`src/toe_pkg.sv`:
```
// ----------------------------------------------------------------------------
// toe_pkg
// Shared sizes, payload types and controller/datapath handshake structs for
// the topological order engine.
// ----------------------------------------------------------------------------
package toe_pkg;

    // Storage sizes.
    localparam int MAX_NODES = 64;
    localparam int MAX_EDGES = 256;

    // Field widths fixed by the item format.
    localparam int NODE_W = 6;
    localparam int CNT_W  = 7;

    // Derived widths.
    localparam int NODE_AW = (MAX_NODES > 1) ? $clog2(MAX_NODES) : 1;
    localparam int EDGE_AW = (MAX_EDGES > 1) ? $clog2(MAX_EDGES) : 1;
    localparam int EDGE_CW = $clog2(MAX_EDGES + 1);
    localparam int DEG_W   = EDGE_CW;
    localparam int QPTR_W  = $clog2(MAX_NODES + 1);
    localparam int IDX_W   = (EDGE_CW > CNT_W) ? EDGE_CW : CNT_W;

    // Configuration register map (word index) and reset value.
    localparam logic REG_NODE_COUNT = 1'b0;
    localparam logic [CNT_W-1:0] NODE_COUNT_RST = CNT_W'(64);

    // Input item: an edge load or a run request.
    typedef struct packed {
        logic              action;
        logic [NODE_W-1:0] edge_source;
        logic [NODE_W-1:0] edge_target;
    } t_in_item;

    // Action codes.
    localparam logic ACT_LOAD = 1'b0;
    localparam logic ACT_RUN  = 1'b1;

    // Result item: one ordered node.
    typedef struct packed {
        logic [NODE_W-1:0] node_index;
        logic              node_valid;
        logic              last;
        logic              cycle_found;
        logic              edge_overflow;
    } t_out_item;

    // One stored edge.
    typedef struct packed {
        logic [NODE_W-1:0] from_node;
        logic [NODE_W-1:0] to_node;
    } t_edge;

    // Commands from the controller to the datapath.
    typedef struct packed {
        logic edge_wr;      // store the accepted edge
        logic edge_rd;      // read the edge at the index counter
        logic idx_clr;
        logic idx_inc;
        logic deg_clr_wr;   // zero the in-degree at the index counter
        logic deg_rd_tgt;   // read the in-degree of the fetched edge's target
        logic deg_rd_idx;   // read the in-degree at the index counter
        logic deg_inc_wr;
        logic deg_dec_wr;
        logic q_push_idx;   // enqueue the index counter
        logic q_push_tgt;   // enqueue the latched target
        logic q_rd;         // read the queue head
        logic ptr_clr;
        logic node_take;    // latch the head entry and advance the head
        logic emit_node;
        logic emit_none;
        logic store_clr;    // empty the edge store after a run
    } t_toe_cmd;

    // Status from the datapath to the controller.
    typedef struct packed {
        logic idx_at_edges;
        logic idx_at_nodes;
        logic idx_at_clr_end;
        logic cnt_hit;
        logic scan_hit;
        logic deg_zero;
        logic deg_one;
        logic queue_empty;
        logic out_free;
    } t_toe_sts;

endpackage

```
`src/toe_datapath.sv`:
```
// ----------------------------------------------------------------------------
// toe_datapath
// Edge store, in-degree table, ready queue, counters, configuration register
// and the result register of the topological order engine.
// ----------------------------------------------------------------------------
module toe_datapath (
    input  logic                      i_clk,
    input  logic                      i_rst_n,
    input  toe_pkg::t_toe_cmd         i_cmd,
    output toe_pkg::t_toe_sts         o_sts,
    input  toe_pkg::t_in_item         i_in_data,
    input  logic                      i_cfg_we,
    input  logic [toe_pkg::CNT_W-1:0] i_cfg_data,
    output logic [toe_pkg::CNT_W-1:0] o_node_count,
    output logic                      o_out_valid,
    input  logic                      i_out_stall,
    output toe_pkg::t_out_item        o_out_data
);

    // Memories.
    toe_pkg::t_edge                   mem_edge [toe_pkg::MAX_EDGES];
    logic [toe_pkg::DEG_W-1:0]        mem_deg  [toe_pkg::MAX_NODES];
    logic [toe_pkg::NODE_W-1:0]       mem_q    [toe_pkg::MAX_NODES];

    // Registers and their next values.
    logic [toe_pkg::CNT_W-1:0]   r_node_count, n_node_count;
    logic [toe_pkg::EDGE_CW-1:0] r_edge_cnt, n_edge_cnt;
    logic                        r_ovf, n_ovf;
    logic [toe_pkg::IDX_W-1:0]   r_idx, n_idx;
    logic [toe_pkg::QPTR_W-1:0]  r_head, n_head;
    logic [toe_pkg::QPTR_W-1:0]  r_tail, n_tail;
    logic [toe_pkg::NODE_W-1:0]  r_node, n_node;
    logic [toe_pkg::NODE_W-1:0]  r_tgt, n_tgt;
    logic                        r_out_valid, n_out_valid;
    toe_pkg::t_out_item          r_out, n_out;
    toe_pkg::t_edge              r_edge_rd;
    logic [toe_pkg::DEG_W-1:0]   r_deg_rd;
    logic [toe_pkg::NODE_W-1:0]  r_q_rd;

    // Combinational helpers.
    logic [toe_pkg::CNT_W-1:0]   w_n;
    logic                        w_full;
    logic                        w_out_free;
    logic                        w_last;
    logic                        w_deg_we;
    logic [toe_pkg::NODE_AW-1:0] w_deg_waddr;
    logic [toe_pkg::DEG_W-1:0]   w_deg_wdata;
    logic                        w_deg_re;
    logic [toe_pkg::NODE_AW-1:0] w_deg_raddr;
    logic                        w_q_push;
    logic [toe_pkg::NODE_W-1:0]  w_q_wdata;
    logic                        w_cyc;

    // Node count in effect, capped at the table size.
    assign w_n = (r_node_count > toe_pkg::CNT_W'(toe_pkg::MAX_NODES))
                 ? toe_pkg::CNT_W'(toe_pkg::MAX_NODES) : r_node_count;
    assign w_full     = (r_edge_cnt == toe_pkg::EDGE_CW'(toe_pkg::MAX_EDGES));
    assign w_out_free = !r_out_valid || !i_out_stall;
    assign w_last     = (r_head == r_tail);
    assign w_cyc      = (toe_pkg::CNT_W'(r_head) < w_n);

    // In-degree table port selection.
    always_comb begin
        w_deg_we    = i_cmd.deg_clr_wr || i_cmd.deg_inc_wr || i_cmd.deg_dec_wr;
        w_deg_waddr = r_tgt[toe_pkg::NODE_AW-1:0];
        w_deg_wdata = r_deg_rd + toe_pkg::DEG_W'(1);
        if (i_cmd.deg_clr_wr) begin
            w_deg_waddr = r_idx[toe_pkg::NODE_AW-1:0];
            w_deg_wdata = '0;
        end else if (i_cmd.deg_dec_wr) begin
            w_deg_wdata = r_deg_rd - toe_pkg::DEG_W'(1);
        end
        w_deg_re    = i_cmd.deg_rd_tgt || i_cmd.deg_rd_idx;
        w_deg_raddr = i_cmd.deg_rd_idx ? r_idx[toe_pkg::NODE_AW-1:0]
                                       : r_edge_rd.to_node[toe_pkg::NODE_AW-1:0];
    end

    // Ready queue write selection.
    assign w_q_push  = i_cmd.q_push_idx || i_cmd.q_push_tgt;
    assign w_q_wdata = i_cmd.q_push_idx ? r_idx[toe_pkg::NODE_W-1:0] : r_tgt;

    // Memory ports; read data is registered.
    always_ff @(posedge i_clk) begin
        if (i_cmd.edge_wr && !w_full) begin
            mem_edge[r_edge_cnt[toe_pkg::EDGE_AW-1:0]] <=
                '{from_node: i_in_data.edge_source, to_node: i_in_data.edge_target};
        end
        if (i_cmd.edge_rd) begin
            r_edge_rd <= mem_edge[r_idx[toe_pkg::EDGE_AW-1:0]];
        end
        if (w_deg_we) begin
            mem_deg[w_deg_waddr] <= w_deg_wdata;
        end
        if (w_deg_re) begin
            r_deg_rd <= mem_deg[w_deg_raddr];
        end
        if (w_q_push) begin
            mem_q[r_tail[toe_pkg::NODE_AW-1:0]] <= w_q_wdata;
        end
        if (i_cmd.q_rd) begin
            r_q_rd <= mem_q[r_head[toe_pkg::NODE_AW-1:0]];
        end
    end

    // Next-value logic for counters, pointers and the result register.
    always_comb begin
        n_node_count = r_node_count;
        n_edge_cnt   = r_edge_cnt;
        n_ovf        = r_ovf;
        n_idx        = r_idx;
        n_head       = r_head;
        n_tail       = r_tail;
        n_node       = r_node;
        n_tgt        = r_tgt;
        n_out        = r_out;
        n_out_valid  = r_out_valid && i_out_stall;

        if (i_cfg_we) begin
            n_node_count = i_cfg_data;
        end

        // Edge loads fill the store until it is full, then flag the loss.
        if (i_cmd.edge_wr) begin
            if (w_full) begin
                n_ovf = 1'b1;
            end else begin
                n_edge_cnt = r_edge_cnt + toe_pkg::EDGE_CW'(1);
            end
        end
        if (i_cmd.store_clr) begin
            n_edge_cnt = '0;
            n_ovf      = 1'b0;
        end

        if (i_cmd.idx_clr) begin
            n_idx = '0;
        end else if (i_cmd.idx_inc) begin
            n_idx = r_idx + toe_pkg::IDX_W'(1);
        end

        if (i_cmd.deg_rd_tgt) begin
            n_tgt = r_edge_rd.to_node;
        end

        if (i_cmd.ptr_clr) begin
            n_head = '0;
            n_tail = '0;
        end else begin
            if (w_q_push) begin
                n_tail = r_tail + toe_pkg::QPTR_W'(1);
            end
            if (i_cmd.node_take) begin
                n_head = r_head + toe_pkg::QPTR_W'(1);
                n_node = r_q_rd;
            end
        end

        // Result formation; flags ride only on the final result.
        if (i_cmd.emit_node) begin
            n_out_valid         = 1'b1;
            n_out.node_index    = r_node;
            n_out.node_valid    = 1'b1;
            n_out.last          = w_last;
            n_out.cycle_found   = w_last && w_cyc;
            n_out.edge_overflow = w_last && r_ovf;
        end else if (i_cmd.emit_none) begin
            n_out_valid         = 1'b1;
            n_out.node_index    = '0;
            n_out.node_valid    = 1'b0;
            n_out.last          = 1'b1;
            n_out.cycle_found   = w_cyc;
            n_out.edge_overflow = r_ovf;
        end
    end

    // Control registers.
    always_ff @(posedge i_clk) begin
        if (!i_rst_n) begin
            r_node_count <= toe_pkg::NODE_COUNT_RST;
            r_edge_cnt   <= '0;
            r_ovf        <= 1'b0;
            r_idx        <= '0;
            r_head       <= '0;
            r_tail       <= '0;
            r_out_valid  <= 1'b0;
        end else begin
            r_node_count <= n_node_count;
            r_edge_cnt   <= n_edge_cnt;
            r_ovf        <= n_ovf;
            r_idx        <= n_idx;
            r_head       <= n_head;
            r_tail       <= n_tail;
            r_out_valid  <= n_out_valid;
        end
    end

    // Payload registers.
    always_ff @(posedge i_clk) begin
        r_node <= n_node;
        r_tgt  <= n_tgt;
        r_out  <= n_out;
    end

    // Status toward the controller.
    always_comb begin
        o_sts.idx_at_edges   = (r_idx == toe_pkg::IDX_W'(r_edge_cnt));
        o_sts.idx_at_nodes   = (r_idx == toe_pkg::IDX_W'(w_n));
        o_sts.idx_at_clr_end = (r_idx == toe_pkg::IDX_W'(toe_pkg::MAX_NODES - 1));
        o_sts.cnt_hit        = (toe_pkg::CNT_W'(r_edge_rd.from_node) < w_n) &&
                               (toe_pkg::CNT_W'(r_edge_rd.to_node) < w_n);
        o_sts.scan_hit       = (r_edge_rd.from_node == r_node) &&
                               (toe_pkg::CNT_W'(r_edge_rd.to_node) < w_n);
        o_sts.deg_zero       = (r_deg_rd == '0);
        o_sts.deg_one        = (r_deg_rd == toe_pkg::DEG_W'(1));
        o_sts.queue_empty    = w_last;
        o_sts.out_free       = w_out_free;
    end

    assign o_node_count = r_node_count;
    assign o_out_valid  = r_out_valid;
    assign o_out_data   = r_out;

endmodule

```
`src/toe_ctrl.sv`:
```
// ----------------------------------------------------------------------------
// toe_ctrl
// Sequencer of the topological order engine: clears and counts in-degrees,
// seeds the ready queue, then walks the edge store once per dequeued node.
// ----------------------------------------------------------------------------
module toe_ctrl (
    input  logic              i_clk,
    input  logic              i_rst_n,
    input  logic              i_in_valid,
    input  logic              i_in_action,
    output logic              o_in_stall,
    input  toe_pkg::t_toe_sts i_sts,
    output toe_pkg::t_toe_cmd o_cmd
);

    typedef enum logic [14:0] {
        S_IDLE      = 15'b000000000000001,
        S_CLR       = 15'b000000000000010,
        S_CNT_RD    = 15'b000000000000100,
        S_CNT_EDGE  = 15'b000000000001000,
        S_CNT_INC   = 15'b000000000010000,
        S_Z_RD      = 15'b000000000100000,
        S_Z_CHK     = 15'b000000001000000,
        S_DEQ       = 15'b000000010000000,
        S_DEQ_WAIT  = 15'b000000100000000,
        S_SC_RD     = 15'b000001000000000,
        S_SC_EDGE   = 15'b000010000000000,
        S_SC_DEC    = 15'b000100000000000,
        S_EMIT      = 15'b001000000000000,
        S_EMIT_NONE = 15'b010000000000000,
        S_DONE      = 15'b100000000000000
    } t_state;

    t_state r_state, n_state;
    logic   w_accept;

    assign o_in_stall = (r_state != S_IDLE);
    assign w_accept   = i_in_valid && !o_in_stall;

    // Next state and command decode.
    always_comb begin
        n_state = r_state;
        o_cmd   = '0;
        case (r_state)
            // Edge loads complete in the transfer cycle; a run starts the sweep.
            S_IDLE: begin
                if (w_accept) begin
                    if (i_in_action == toe_pkg::ACT_RUN) begin
                        o_cmd.idx_clr = 1'b1;
                        n_state       = S_CLR;
                    end else begin
                        o_cmd.edge_wr = 1'b1;
                    end
                end
            end
            // Zero every in-degree entry, one per cycle.
            S_CLR: begin
                o_cmd.deg_clr_wr = 1'b1;
                if (i_sts.idx_at_clr_end) begin
                    o_cmd.idx_clr = 1'b1;
                    n_state       = S_CNT_RD;
                end else begin
                    o_cmd.idx_inc = 1'b1;
                end
            end
            // Count in-degrees over the stored edges.
            S_CNT_RD: begin
                if (i_sts.idx_at_edges) begin
                    o_cmd.idx_clr = 1'b1;
                    o_cmd.ptr_clr = 1'b1;
                    n_state       = S_Z_RD;
                end else begin
                    o_cmd.edge_rd = 1'b1;
                    n_state       = S_CNT_EDGE;
                end
            end
            S_CNT_EDGE: begin
                if (i_sts.cnt_hit) begin
                    o_cmd.deg_rd_tgt = 1'b1;
                    n_state          = S_CNT_INC;
                end else begin
                    o_cmd.idx_inc = 1'b1;
                    n_state       = S_CNT_RD;
                end
            end
            S_CNT_INC: begin
                o_cmd.deg_inc_wr = 1'b1;
                o_cmd.idx_inc    = 1'b1;
                n_state          = S_CNT_RD;
            end
            // Seed the queue with zero in-degree nodes in ascending order.
            S_Z_RD: begin
                if (i_sts.idx_at_nodes) begin
                    n_state = S_DEQ;
                end else begin
                    o_cmd.deg_rd_idx = 1'b1;
                    n_state          = S_Z_CHK;
                end
            end
            S_Z_CHK: begin
                o_cmd.q_push_idx = i_sts.deg_zero;
                o_cmd.idx_inc    = 1'b1;
                n_state          = S_Z_RD;
            end
            // Take the next ready node, or report an empty order.
            S_DEQ: begin
                if (i_sts.queue_empty) begin
                    n_state = S_EMIT_NONE;
                end else begin
                    o_cmd.q_rd = 1'b1;
                    n_state    = S_DEQ_WAIT;
                end
            end
            S_DEQ_WAIT: begin
                o_cmd.node_take = 1'b1;
                o_cmd.idx_clr   = 1'b1;
                n_state         = S_SC_RD;
            end
            // Walk the edges of the current node in load order.
            S_SC_RD: begin
                if (i_sts.idx_at_edges) begin
                    n_state = S_EMIT;
                end else begin
                    o_cmd.edge_rd = 1'b1;
                    n_state       = S_SC_EDGE;
                end
            end
            S_SC_EDGE: begin
                if (i_sts.scan_hit) begin
                    o_cmd.deg_rd_tgt = 1'b1;
                    n_state          = S_SC_DEC;
                end else begin
                    o_cmd.idx_inc = 1'b1;
                    n_state       = S_SC_RD;
                end
            end
            S_SC_DEC: begin
                o_cmd.deg_dec_wr = !i_sts.deg_zero;
                o_cmd.q_push_tgt = i_sts.deg_one;
                o_cmd.idx_inc    = 1'b1;
                n_state          = S_SC_RD;
            end
            // Hand the node to the result register once it is free.
            S_EMIT: begin
                if (i_sts.out_free) begin
                    o_cmd.emit_node = 1'b1;
                    n_state         = i_sts.queue_empty ? S_DONE : S_DEQ;
                end
            end
            S_EMIT_NONE: begin
                if (i_sts.out_free) begin
                    o_cmd.emit_none = 1'b1;
                    n_state         = S_DONE;
                end
            end
            // Empty the edge store for the next graph.
            S_DONE: begin
                o_cmd.store_clr = 1'b1;
                n_state         = S_IDLE;
            end
            default: begin
                n_state = S_IDLE;
            end
        endcase
    end

    // State register.
    always_ff @(posedge i_clk) begin
        if (!i_rst_n) begin
            r_state <= S_IDLE;
        end else begin
            r_state <= n_state;
        end
    end

endmodule

```
`src/topological_order_engine_unit.sv`:
```
// Edge load: one transfer per cycle with no result; the edge is stored at the transfer.
// Run: clears every in-degree entry, counts in-degrees over the stored edges and seeds
// the queue with zero in-degree nodes; each dequeued node then walks every stored edge,
// and a result waits while the output is stalled. The edge store has a single read port,
// and the input stalls until the run has finished.
// Reset (synchronous, active low) empties the edge store, clears overflow, sets node_count 64.
// ----------------------------------------------------------------------------
// topological_order_engine_unit
// Kahn topological sort over a loaded edge store, with an APB register for
// the node count and valid/stall item channels.
// ----------------------------------------------------------------------------
module topological_order_engine_unit (
    input  logic               i_clk,
    input  logic               i_rst_n,
    input  logic               i_in_valid,
    output logic               o_in_stall,
    input  toe_pkg::t_in_item  i_in_data,
    output logic               o_out_valid,
    input  logic               i_out_stall,
    output toe_pkg::t_out_item o_out_data,
    input  logic               psel,
    input  logic               penable,
    input  logic               pwrite,
    input  logic [2:0]         paddr,
    input  logic [31:0]        pwdata,
    output logic [31:0]        prdata,
    output logic               pready
);

    toe_pkg::t_toe_cmd         w_cmd;
    toe_pkg::t_toe_sts         w_sts;
    logic                      w_cfg_we;
    logic [toe_pkg::CNT_W-1:0] w_node_count;

    // Register access decode; the port never inserts wait states.
    assign pready   = 1'b1;
    assign w_cfg_we = psel && penable && pwrite && pready &&
                      (paddr[2] == toe_pkg::REG_NODE_COUNT);
    assign prdata   = (paddr[2] == toe_pkg::REG_NODE_COUNT)
                      ? {{(32 - toe_pkg::CNT_W){1'b0}}, w_node_count} : '0;

    toe_ctrl u_ctrl (
        .i_clk       (i_clk),
        .i_rst_n     (i_rst_n),
        .i_in_valid  (i_in_valid),
        .i_in_action (i_in_data.action),
        .o_in_stall  (o_in_stall),
        .i_sts       (w_sts),
        .o_cmd       (w_cmd)
    );

    toe_datapath u_dp (
        .i_clk        (i_clk),
        .i_rst_n      (i_rst_n),
        .i_cmd        (w_cmd),
        .o_sts        (w_sts),
        .i_in_data    (i_in_data),
        .i_cfg_we     (w_cfg_we),
        .i_cfg_data   (pwdata[toe_pkg::CNT_W-1:0]),
        .o_node_count (w_node_count),
        .o_out_valid  (o_out_valid),
        .i_out_stall  (i_out_stall),
        .o_out_data   (o_out_data)
    );

endmodule

```
`config.mk`:
```
export PLATFORM = sky130hd
export DESIGN_NAME = topological_order_engine_unit
export DESIGN_NICKNAME = d
export VERILOG_FILES = /design/src/toe_pkg.sv /design/src/toe_datapath.sv /design/src/toe_ctrl.sv /design/src/topological_order_engine_unit.sv
export SDC_FILE = /design/constraint.sdc
export NUM_CORES = 2
export LEC_CHECK = 0
export ABC_AREA = 1
export BUFFER_PORTS_ARGS = -buffer_cell sky130_fd_sc_hd__buf_2
export CORE_MARGIN = 5
export CORE_UTILIZATION = 32
export DETAILED_ROUTE_END_ITERATION = 10
export HOLD_SLACK_MARGIN = 0.02
export PLACE_DENSITY = 0.47
export SLEW_MARGIN = 10
export SYNTH_ARGS = -nofsm -noshare
export SYNTH_HDL_FRONTEND = slang
export SYNTH_SLANG_ARGS = --single-unit
```
`constraint.sdc`:
```
create_clock -name i_clk -period 6.75 [get_ports i_clk]
set_clock_uncertainty 0.1 [all_clocks]
set_input_delay 1.35 -clock i_clk [delete_from_list [all_inputs] [get_ports i_clk]]
set_output_delay 1.35 -clock i_clk [all_outputs]
set_load 0.02 [all_outputs]
```
* Word level (Yosys, flattened, before mapping)
Memories as Yosys holds them, arrays and structs flattened. A register that Yosys moved wholly into a read port is not among the register bits.
Cells that the tools add are included.
** Storage, ports and cells
- Register bits :: 78
- Bits in writable memories :: 4032
- Input bits :: 55
- Output and inout bits :: 45
- Word-level logic and storage cells :: 154
- Memories kept :: 3
** Operators by class
- $add $sub $neg :: 6
- $lt $le $gt $ge :: 4
- Eq/ne operators :: 28
- Muxes and demuxes :: 62
- Bitwise logic cells :: 4
- Reduce and logical (&&, ||, !) cells :: 32
** Memories
- u_dp.mem_edge :: words 256, bits a word 12, read ports 1, clocked after memory_dff 1, wr ports 1, line toe_datapath.sv:21 : toe_pkg::t_edge mem_edge [toe_pkg::MAX_EDGES];
- u_dp.mem_deg :: words 64, bits a word 9, read ports 1, clocked after memory_dff 1, wr ports 1, line toe_datapath.sv:22 : logic [toe_pkg::DEG_W-1:0] mem_deg [toe_pkg::MAX_NODES];
- u_dp.mem_q :: words 64, bits a word 6, read ports 1, clocked after memory_dff 1, wr ports 1, line toe_datapath.sv:23 : logic [toe_pkg::NODE_W-1:0] mem_q [toe_pkg::MAX_NODES];
** Operators with widths (number)
- case mux 15 bit (13 select lines) :: 1
- 2-to-1 mux 15 bit :: 6
- 2-to-1 mux 1 bit :: 37
- adder 9 x 1 -> 9 bit, second input constant :: 3
- 2-to-1 mux 6 bit :: 4
- 2-to-1 mux 10 bit :: 2
- 2-to-1 mux 9 bit :: 2
- equality test 15 x 1 -> 1 bit, second input constant :: 1
- equality test 15 x 10 -> 1 bit, second input constant :: 1
- equality test 15 x 11 -> 1 bit, second input constant :: 1
- equality test 15 x 12 -> 1 bit, second input constant :: 1
- equality test 15 x 13 -> 1 bit, second input constant :: 1
- equality test 15 x 14 -> 1 bit, second input constant :: 1
- equality test 15 bit, second input constant :: 1
- equality test 15 x 2 -> 1 bit, second input constant :: 1
- equality test 15 x 3 -> 1 bit, second input constant :: 1
- equality test 15 x 4 -> 1 bit, second input constant :: 1
- equality test 15 x 5 -> 1 bit, second input constant :: 1
- equality test 15 x 6 -> 1 bit, second input constant :: 1
- equality test 15 x 7 -> 1 bit, second input constant :: 1
- equality test 15 x 8 -> 1 bit, second input constant :: 1
- equality test 15 x 9 -> 1 bit, second input constant :: 1
- != test 15 x 1 -> 1 bit, second input constant :: 1
- adder 7 x 1 -> 7 bit, second input constant :: 2
- 31 further kinds :: 63

* Longest topological paths before layout
- Depth after elaboration :: 8
- Depth in mapped cells :: 21
- Depth with buffers taken out :: 20

* Hierarchy
From an unflattened synthesis, not the netlist that was laid out.
** Unflattened totals
- Cell total of the unflattened synthesis :: 15708
- Area, all modules :: 173315.0 µm²
** Modules (own cells, without submodules)
- toe_datapath :: instances 1, cells each 15493, area an instance 171944.9 µm², sequential area each 123358.3 µm²
- toe_ctrl :: instances 1, cells each 168, area an instance 1083.5 µm², sequential area each 300.3 µm²
- topological_order_engine_unit :: instances 1, cells each 47, area an instance 286.5 µm², sequential area each 0.0 µm²

* Least setup slack after synthesis
No wires, ideal clock.
- Kind :: reg-to-reg
- Start :: reg u_dp.r_deg_rd[0] in the netlist's numbering (read register of u_dp.mem_deg)
- End :: mem u_dp.mem_q[0][0] in the netlist's numbering, data pin
- Setup time :: 0.702 ns
- Arrival :: 3.753 ns
- Required time :: 5.948 ns
- Setup slack :: 2.195 ns
- Cell stages (with the launch flop) :: 13
- Buffers on the path :: 1
- Period minus slack after synthesis :: 4.555 ns
- Cell sequence :: edfxtp_1 > inv_1 > ha_1 > inv_1 > nor2_1 > inv_1 > nor2_1 > inv_1 > nor2_1 > inv_1 > nor2_1 > clkbuf_1 > o21ai_0
** Between the ends
- Longest elaborated chain between the ends :: 3
** Ends and longest elaborated chain
- start, declared :: line toe_datapath.sv:37 : logic [toe_pkg::DEG_W-1:0] r_deg_rd;
- logical NOT 9 bit :: line toe_datapath.sv:213 : o_sts.deg_zero = (r_deg_rd == '0);
- 2-to-1 mux 1 bit :: line toe_ctrl.sv:44 : case (r_state)
- 2-to-1 mux 6 bit :: line toe_datapath.sv:80 : assign w_q_wdata = i_cmd.q_push_idx ? r_idx[toe_pkg::NODE_W-1:0] : r_tgt;
- via u_dp.w_q_wdata, one bit :: line toe_datapath.sv:51 : logic [toe_pkg::NODE_W-1:0] w_q_wdata;
- end, declared :: line toe_datapath.sv:23
The timed path passes the listed nets, and every way through them passes these cells.

* Final worst setup path
- Start :: reg u_ctrl.r_state[13]
- End :: mem u_dp.mem_edge[178][2] in the netlist's numbering, enable pin
** Between the ends
- Longest elaborated chain between the ends :: 8
- Elaborated cells on any way between the ends :: 9
- Classes of those cells :: eq/ne (2); mux (4); reduce/logical (3)
** Ends and longest elaborated chain
- start, declared :: line toe_ctrl.sv:34 : t_state r_state, n_state;
- start signal, assigned :: line toe_ctrl.sv:172 : r_state <= n_state;
- != test 15 x 1 -> 1 bit :: line toe_ctrl.sv:37 : assign o_in_stall = (r_state != S_IDLE);
- logical NOT 1 bit :: line toe_ctrl.sv:38 : assign w_accept = i_in_valid && !o_in_stall;
- logical AND 1 bit :: line toe_ctrl.sv:38
- 2-to-1 mux 1 bit :: line toe_ctrl.sv:47 : if (w_accept) begin
- 2-to-1 mux 1 bit (*) :: line toe_ctrl.sv:44
- logical AND 1 bit (*) :: line toe_datapath.sv:84 : if (i_cmd.edge_wr && !w_full) begin
- 2-to-1 mux 1 bit (*) :: line toe_datapath.sv:84
- 2-to-1 mux 1 bit (implied by the code) (*) :: line toe_datapath.sv:85 : mem_edge[r_edge_cnt[toe_pkg::EDGE_AW-1:0]] <=
- end, declared :: line toe_datapath.sv:21
Mark *: on every way between the ends. The rest lies on a longest branch, timed or not.

==> flow_summary.toml <==
[status]
status = "completed"

[cts]
cts-hold-fix-buffers = 0
cts_tree = "done"
post_cts_resized = 0
cts-root-buf = "clkbuf_16"
cts_sinks = 4137
htreeDepth = 5
cts_buffers = 442
clock_latency_ps = 1020
clk_pin_slew_ps = 60
cts_setup_buffers = 0
cts.path.max_buffers = 4

[cells_and_area]
final_common_cell = "edfxtp_1"
final_cells = 20560
fin_util_pct = 36.54
layout.nets = 13360
synthToLayoutAreaGrowth_pct = 13.81
fill_cells = 50170
drive_above_1_share_pct = 8.574
final_cell_mix = "edfxtp_1 (4080), nor2_1 (2195), o21ai_0 (1780)"

[timing]
worst_pin_slew_ps = 1270
drv_slew = 0
rsz0062_at_grt = "false"
finalSetupViolations = 0
hold_violations = 0
setup_slack_ps = 1732
tns_ps = 0
period_share_pct = 74.35
fmax_mhz = 199.3
relSlewSlack_pct = 15.34
min_period_ps = 5018

[pwr]
p_leak_nw = 62.43
combPwrFrac_pct = 8.6
clockPowerShare_pct = 40.7
p_sw_mw = 13.85
power-per-cell-area_nw_per_um2 = 295.8
internal-power_mw = 42.07
vdd_drop_max_v = 0.0002177
switching_share_pct = 24.77
seqPwrFrac_pct = 50.7

[global_routing]
groute.usage.overall_pct = 18.28
grt_max_degree = 165
grt_overflow = 0
met3_usage_pct = 2.239
met2_usage_pct = 28.88
grt_util_met1_pct = 26.56
busiest_layer = "met2"
grt_pass1_vias = 99570
grt_pass1_wl_mm = 726.9
antenna_found_initial = 20

[worst_hold_path]
hp-class = "flip-flop to flip-flop"
hold_end = "u_dp.r_node[3]$_DFFE_PP_"
min_from = "u_dp.r_q_rd[3]$_DFFE_PP_"
whs_path_depth = 0

[synthesis]
synth-seq-cells = 4137
yosysWarningCount = 0
synth_cells = 13240
syn_area_per_cell_um2 = 12.55
yosys.area.top_type = "edfxtp_1"
synthTopCellsByArea = "edfxtp_1 (74%), o21ai_0 (5.4%), nor2_1 (5.0%)"
synth.distinct_cells = 48
netlist.area_leader.share_pct = 73.77
synth_seq_area_share_pct = 74.45
syn-cell-area_um2 = 166100

[floorplanning]
core_area_um2 = 517300
io_pins = 100
start_util_pct = 32.11
row_count = 264
die_y_um = 730.4
die_w_um = 730.4
die-area_um2 = 533500

[routing]
drtPass1Iterations = 6
routed-via-count = 105500
ant_nets = 0
vias_per_cell = 5.133
drc_errors = 0
drt-initial-drc-count = 9730
post_drt_wl_per_cell_um = 24.57
wl_mm = 505.1

[place]
pre_cts_ws_ps = 1234
gp_congestion = 0.8054
place_hpwl_mm = 283.2
port_buffers = 46
post-place-cells = 19750

[worst_setup_path]
crit_slowest_cell = "nor3_2"
reg2regPathDepth = 13
crit_path_max_fanout = 12
r2r-start = "u_ctrl.r_state[13]$_SDFFE_PN0P_"
r2r_setup_slack_ps = 1730
critPathRequiredTime_ps = 7360
worstSetupPathType = "flip-flop to flip-flop"
endpoint_kind = "flip-flop"
cp_slowest_stage_delay_ps = 770
crit_arrival_ps = 5630
path_cells = "nor2_1, nand2_1, inv_2, nand2_2, inv_2, nand3_2, nor3_2, nand2_2, nor2_1, nand2_2, buf_4, nor2_1, buf_4"
r2r-end = "u_dp.mem_edge[178][2]$_DFFE_PP_"
cp-start-kind = "flip-flop"

[flow_run]
max-cap-violations = 0
[Yosys cell counts (all sizes together)]
cell	count
a2111oi	1
a211oi	8
a21oi	174
a221o	4
a221oi	8
a22o	1
a31oi	21
a32o	3
a41oi	3
and3	3
buf	151
clkbuf	767
clkinv	5
conb	2
dfxtp	57
edfxtp	4080
ha	26
inv	615
mux2	1
nand2	1248
nand3	925
nand3b	2
nand4	64
nor2	2219
nor3	41
nor3b	2
nor4	4
o211a	4
o211ai	116
o21a	6
o21ai	1788
o221ai	317
o22ai	548
o31ai	1
o41ai	1
or2	4
xor2	17
[state kept, by name (all words and copies together) (netlist names)]
register	flops
u_dp.mem_edge	3072
u_dp.r_idx	9
u_dp.r_head	7
u_dp.r_edge_cnt	9
u_dp.r_ovf	1
u_dp.o_out_data	10
u_dp.r_tgt	6
u_dp.mem_q	384
u_dp.r_q_rd	6
u_dp.r_node	6
u_dp.o_out_valid	1
u_dp.mem_deg	576
u_dp.r_deg_rd	9
u_dp.r_edge_rd	12
u_ctrl.r_state	15
u_dp.o_node_count	7
u_dp.r_tail	7
[critical path, delay by kind of cell (launching register included)]
family,cells,cell delay [ps]
AND/OR/NAND/NOR,9,3350
buffers and inverters,4,990
flip-flops,1,330
[metrics by stage]
step	hold slack, ps	total power [mW]	cell area [um2]
after floorplan	300.3	31.49	166200
after global placement	301.3	33.74	175800
after detailed placement	307.5	33.76	175800
after CTS	320.9	56.48	189000
after global routing	333.8	57.94	189000
final	318.9	55.92	189000
[logic make-up (layout without fill, tap and decap cells)]
group / count (synthesis) / count (layout) / synth area share [%]
other: 2 / 31 / 0.004522
adders and majority gates: 26 / 26 / 0.1959
buffers and inverters: 1538 / 1911 / 3.685
DFF: 4137 / 4137 / 74.45
muxes: 1 / 1 / 0.006779
xor gates and xnor gates: 17 / 17 / 0.08964
and+or+nand+nor: 4512 / 4512 / 11.10
AOI/OAI and AO/OA: 3004 / 3004 / 10.47
[routing by layer]
metal,vias up,share of wire [%]
met5,-,0
li1,48490,-
met4,0,2.9
met3,745,5.5
met2,3011,46
met1,53260,46
[power groups by stage]
stage / Combinational, mW / Clock, mW / Sequential (mW)
after floorplan: 2.65 / 0 / 28.8
after global placement: 4.87 / 0 / 28.9
after detailed placement: 4.88 / 0 / 28.9
after CTS: 4.89 / 23.3 / 28.3
after global routing: 5.27 / 24.3 / 28.3
final: 4.83 / 22.7 / 28.3
[worst max path at each step]
stage                                    start  depth (start not counted)                              end  slack, ps
2_1_floorplan       u_dp.r_deg_rd[0]$_DFFE_PP_                         12       u_dp.mem_q[0][0]$_DFFE_PP_       2190
3_3_place_gp                        i_in_valid                          9  u_dp.mem_edge[178][8]$_DFFE_PP_       1260
3_5_place_dp                        i_in_valid                          9  u_dp.mem_edge[178][7]$_DFFE_PP_       1230
4_1_cts         u_ctrl.r_state[6]$_SDFFE_PN0P_                         11  u_dp.mem_edge[178][8]$_DFFE_PP_       1730
5_1_grt         u_ctrl.r_state[6]$_SDFFE_PN0P_                         11  u_dp.mem_edge[178][0]$_DFFE_PP_       1530
6_report       u_ctrl.r_state[13]$_SDFFE_PN0P_                         13  u_dp.mem_edge[178][2]$_DFFE_PP_       1730
[layout make-up]
type / instances / area, um2 / share of cell area (%)
flip-flops and latches: 4137 / 123700 / 65.43
multi-input cells: 7586 / 36700 / 19.42
diodes: 5 / 12.51 / 0.006619
clock buffers: 575 / 11750 / 6.216
clock inverters: 221 / 1506 / 0.7970
inverters: 620 / 2369 / 1.253
well taps: 6916 / 8653 / 4.578
repair buffers: 495 / 4347 / 2.300
(Power assumes the default switching activity.)
